--- src/sv/vde_pkg.sv ---
// Shared types, constants and helper functions of the voxel distance erosion block.
package vde_pkg;

  localparam int unsigned SIDE_DEF  = 32;
  localparam int unsigned FRAC_DEF  = 8;
  localparam int unsigned DIST_W    = 16;
  localparam int unsigned POS_W     = 5;
  localparam int unsigned EXT_W     = 6;
  localparam int unsigned CFG_IDX_W = 3;
  localparam logic [DIST_W-1:0] DIST_MAX = '1;

  typedef enum logic [1:0] {
    ACT_WRITE = 2'd0,
    ACT_RUN   = 2'd1,
    ACT_READ  = 2'd2
  } vde_action_e;

  typedef enum logic [CFG_IDX_W-1:0] {
    CFG_THRESHOLD = 3'd0,
    CFG_EROSION   = 3'd1,
    CFG_EXTENT_X  = 3'd2,
    CFG_EXTENT_Y  = 3'd3,
    CFG_EXTENT_Z  = 3'd4
  } vde_cfg_e;

  typedef enum logic [2:0] {
    ST_IDLE,
    ST_INIT_RD,
    ST_INIT_WR,
    ST_NBR,
    ST_FIN,
    ST_WR
  } vde_state_e;

  typedef struct packed {
    logic [1:0]       action;
    logic [POS_W-1:0] pos_x;
    logic [POS_W-1:0] pos_y;
    logic [POS_W-1:0] pos_z;
    logic             empty_in;
  } vde_in_t;

  typedef struct packed {
    logic [DIST_W-1:0] distance_out;
    logic              empty_out;
  } vde_out_t;

  typedef struct packed {
    logic vox_write;
    logic vox_read;
    logic init_begin;
    logic init_read;
    logic init_write;
    logic pass_begin;
    logic nbr_issue;
    logic cell_write;
    logic set_done;
  } vde_cmd_t;

  typedef struct packed {
    logic last_cell;
    logic last_nbr;
    logic changed;
  } vde_sts_t;

  // Rounded integer square root, evaluated at elaboration for the step weights.
  function automatic int unsigned isqrt_round(int unsigned n);
    int unsigned s;
    int unsigned t;
    s = 0;
    for (int b = 15; b >= 0; b--) begin
      t = s | (32'd1 << b);
      if (t * t <= n) s = t;
    end
    if (n - s * s > s) s = s + 1;
    return s;
  endfunction

endpackage

--- src/sv/vde_ctrl.sv ---
// Sequencer for voxel access, grid initialization and relaxation passes.
module vde_ctrl import vde_pkg::*; (
  input  logic        clk_i,
  input  logic        rst_ni,
  input  logic        start,
  input  logic [1:0]  action_i,
  input  vde_sts_t    sts_i,
  output logic        busy,
  output vde_cmd_t    cmd_o
);

  vde_state_e state_q, state_d;

  always_ff @(posedge clk_i or negedge rst_ni) begin
    if (!rst_ni) begin
      state_q <= ST_IDLE;
    end else begin
      state_q <= state_d;
    end
  end

  always_comb begin
    state_d = state_q;
    cmd_o   = '0;
    busy    = (state_q != ST_IDLE);
    case (state_q)
      ST_IDLE: begin
        if (start) begin
          case (vde_action_e'(action_i))
            ACT_WRITE: cmd_o.vox_write = 1'b1;
            ACT_READ:  cmd_o.vox_read  = 1'b1;
            ACT_RUN: begin
              cmd_o.init_begin = 1'b1;
              state_d = ST_INIT_RD;
            end
            default: ;
          endcase
        end
      end
      ST_INIT_RD: begin
        cmd_o.init_read = 1'b1;
        state_d = ST_INIT_WR;
      end
      ST_INIT_WR: begin
        cmd_o.init_write = 1'b1;
        if (sts_i.last_cell) begin
          cmd_o.pass_begin = 1'b1;
          state_d = ST_NBR;
        end else begin
          state_d = ST_INIT_RD;
        end
      end
      ST_NBR: begin
        cmd_o.nbr_issue = 1'b1;
        if (sts_i.last_nbr) state_d = ST_FIN;
      end
      ST_FIN: begin
        state_d = ST_WR;
      end
      ST_WR: begin
        cmd_o.cell_write = 1'b1;
        if (sts_i.last_cell) begin
          if (sts_i.changed) begin
            cmd_o.pass_begin = 1'b1;
            state_d = ST_NBR;
          end else begin
            cmd_o.set_done = 1'b1;
            state_d = ST_IDLE;
          end
        end else begin
          state_d = ST_NBR;
        end
      end
      default: state_d = ST_IDLE;
    endcase
  end

endmodule

--- config.mk ---
export PLATFORM = sky130hd
export DESIGN_NAME = vde_ctrl
export DESIGN_NICKNAME = d
export VERILOG_FILES = /design/src/sv/vde_pkg.sv /design/src/sv/vde_ctrl.sv
export SDC_FILE = /design/constraint.sdc
export NUM_CORES = 1
export LEC_CHECK = 0
export ABC_AREA = 1
export BUFFER_PORTS_ARGS = -buffer_cell sky130_fd_sc_hd__clkbuf_2
export CAP_MARGIN = 20
export CORE_AREA = 2 2 39 41
export DETAILED_ROUTE_END_ITERATION = 10
export DIE_AREA = 0 0 41 43
export HOLD_SLACK_MARGIN = 0.03
export PLACE_DENSITY = 0.51
export SLEW_MARGIN = 10
export SYNTH_ARGS = -nofsm -noshare
export SYNTH_HDL_FRONTEND = slang
export SYNTH_SLANG_ARGS = --single-unit
--- constraint.sdc ---
create_clock -name clk_i -period 1.7 [get_ports clk_i]
set_clock_uncertainty 0.15 [all_clocks]
set_input_delay 0.34 -clock clk_i [delete_from_list [all_inputs] [get_ports clk_i]]
set_output_delay 0.34 -clock clk_i [all_outputs]
set_load 0.05 [all_outputs]
==> summary.txt <==
Run status
  – Outcome: finished with violations
  – Violated checks: negative setup slack

Clock tree
  – CTS sink cnt: 3
  – Clock transition at path regs: approximately 0.040 ns
  – Buffer depth of the longest clock path: 2
  – H-Tree Depth: 1
  – Total CTS buffers: 3
  – CTS tree: done
  – CTS Root Cell: clkbuf_4
  – Worst-Skew Late Latency: roughly 0.24 ns

Floorplan
  – Die Footprint: 1760 um2
  – Die span in x: between 40 and 50 um
  – # IOs: 18
  – Core Region: 1380 um2
  – Row count: 14
  – Initial Util: 0.190
  – Die Y: approximately 43 um

Place
  – Post-DP HPWL: 580 um
  – GPL Wtd Cong: 0.687
  – I/O Buffers: 17
  – Placed cell area: 413 um2

Global route
  – First-pass GRT wire length: about 1.2 mm
  – Largest net degree at the start of global routing: 6
  – Antenna violations before repair: 0
  – Overflow after GRT: 0
  – GRT Overall Usage: 0.109
  – Vias in the first global route: between 300 and 400

Worst setup path
  – Critical path type: reg2out
  – CP Max Fanout: 5
  – Setup crit start: state_q[1]$_DFFE_PN0P_
  – Startpoint types: flop
  – RR Endpoint: state_q[0]$_DFFE_PN0P_
  – Critical Path RT: 1.21 ns
  – RR Startpoint: state_q[2]$_DFFE_PN0P_
  – Reg2reg path depth: 5
  – Slowest Stage Delay on Critical Path: 0.43 ns
  – Setup crit end kind: output pin
  – Worst-path cell chain: nor2_4, nand2_4, nor3b_4, buf_8
  – Worst reg2reg setup slack: 0.39 ns
  – Critical Path AT: 1.28 ns
  – Slowest-stage cell, CP: dfrtp_2

Yosys
  – Sequential-to-total area share from yosys stat: 0.286
  – Compound-cell area share of the yosys netlist: 0.0190
  – Most instantiated library cell after synthesis: nand2_1
  – Simple logic cell fraction of the synthesized area: 0.567
  – Syn Nets: 51
  – Cell Area, Synth: 263 um2
  – Yosys top cell area share: 0.286
  – Post-synth ARST share: 1.00
  – Largest family of logic cells by synthesized area: simple AND/OR/NAND/NOR gates
  – Largest cells by area after synthesis: dfrtp_1 (29%), nand2_1 (21%), inv_1 (8.6%)
  – Synth Instances: between 40 and 50
  – Top_reg_cell synth: dfrtp_1
  – Post-Synth Adder-Cell Area: 0
  – Synth cell types: 14
  – EDFF count, synth: 0
  – Cell taking the most area after synthesis: dfrtp_1
  – Post-synthesis mux area share: 0
  – Synthesized flop and latch total: 3
  – Top cells by count, synth: nand2_1 (15), inv_1 (6), nor2_1 (5)
  – Post-Synth XOR/XNOR Area: 0
  – Ys Warns: 0
  – Mapped Avg Cell Area: slightly above 6 um2

Timing
  – Final Max Tran Viols: 0
  – Final min period: around 1.8 ns
  – Setup ws final: -0.0676 ns
  – Tightest Pin Transition: 0.274 ns
  – Period utilisation layout: 1.04
  – RSZ-0062 raised after global routing: yes
  – Slew margin rel.: 0.818
  – Final setup fails: 6
  – Max Freq: around 570 MHz
  – Final hold viol count: 0

Finish
  – Finished Core Util: 0.410
  – Antenna diode count: 0
  – Cell area after layout: 568 um2
  – Layout fillers: 153
  – Layout Nets: 78
  – Most flops, register: state_q
  – Syn-to-layout area delta: 116%
  – Max reg flops: 3
  – Layout cells sized above 1: 0.638
  – Top Registers: state_q: 3 flops

Drt
  – Starting DRT DRC Count: 7
  – Final WL: between 800 and 900 um
  – Residual DRC: 0
  – Routed len/inst: about 9.6 um
  – Drt pass-1 iters: 4
  – DR vias/cell: 4.20
  – Final ANT Viol Nets: 0
  – Vias: 357

Flow run
  – Max-cap violations: 0

Pwr
  – Pwr per Cell Area: approximately 1800 nW/um2
  – Peak supply drop: 0.000699 V
  – Static Leak: 0.000290 uW

Min path
  – Hold Startpoint: sts_i[1]
  – Hold WC Path Type: in2reg
  – Hold path cells: 4
  – Hold endpoint: state_q[0]$_DFFE_PN0P_
## cell type report
type	instances	area (um2)	area share
flip-flops and latches	3	78.8	0.139
well taps	16	20.0	0.0352
inverters	7	26.3	0.0463
clock buffers	4	26.3	0.0463
repair buffers	23	208	0.366
multi-input cells	32	209	0.368
## cells by family after synthesis
logic type,count (synthesis)
buffers and inverters,8
AOI/OAI and AO/OA,1
DFF,3
and+or+nand+nor,31
## how the worst max path moves through the flow
stage | to | slack (ns) | depth (start not counted)
2_1_floorplan | cmd_o[6] | -0.16 | 3
3_3_place_gp | cmd_o[3] | 0.06 | 4
3_5_place_dp | cmd_o[7] | 0.04 | 4
4_1_cts | cmd_o[7] | -0.12 | 4
5_1_grt | cmd_o[7] | -0.14 | 4
6_report | cmd_o[7] | -0.07 | 4
## cell usage in the layout, fill, tap and decap left out, drive strengths merged
cell type	netlist	routed
nand2	16	16
dfrtp	3	3
nand3	2	2
nand4	1	1
inv	7	7
nor3	3	3
o21ai	1	1
clkbuf	0	18
nor3b	1	1
nor2	8	8
dlygate4sd3	0	1
buf	1	8
## metal layers
| metal | up-vias | GRT usage | wire length, um |
|---|---|---|---|
| li1 | 183 | - | - |
| met1 | 153 | 0.116 | 335 |
| met2 | 19 | 0.166 | 394 |
| met3 | 2 | 0.0681 | 73 |
| met4 | 0 | 0.0400 | 9 |
| met5 | - | 0 | 0 |
## power by group
| part | switching [uW] | internal [uW] | total [uW] | leakage, uW |
|---|---|---|---|---|
| sequential | 52.6 | 109 | 162 | 0.0000340 |
| clock | 40.9 | 88.2 | 129 | 0.0000150 |
| combinational | 462 | 290 | 752 | 0.000241 |
| total | 555 | 487 | 1040 | 0.000290 |
## worst max-delay path: cells and delay by family, from the launching register on
family	cells	cell delay (ns)
flip-flops	1	0.43
buffers and inverters	1	0.17
AND/OR/NAND/NOR	3	0.44
## repair_timing
| action | 4_1_cts | 5_1_grt |
|---|---|---|
| pin swaps | 2 | 0 |
| resized for setup | 21 | 6 |
| hold endpoints to repair | 3 | 0 |
| buffers inserted | 4 | 0 |
| endpoints found under the setup margin | 9 | 10 |
| hold buffers | 1 | 0 |
## metrics by stage
stage	std cells	setup TNS, ns	power [uW]	setup WS [ns]	hold slack, ns
CTS	85	-0.316	1020	-0.123	0.245
floorplan	43	-0.349	612	-0.161	-0.106
detailed placement	76	0	723	0.0440	-0.00714
global route	85	-0.758	1110	-0.140	0.251
finish	85	-0.228	1040	-0.0676	0.243
global placement	76	0	724	0.0614	-0.00974
No activity file was read; power rests on OpenSTA's default activity.
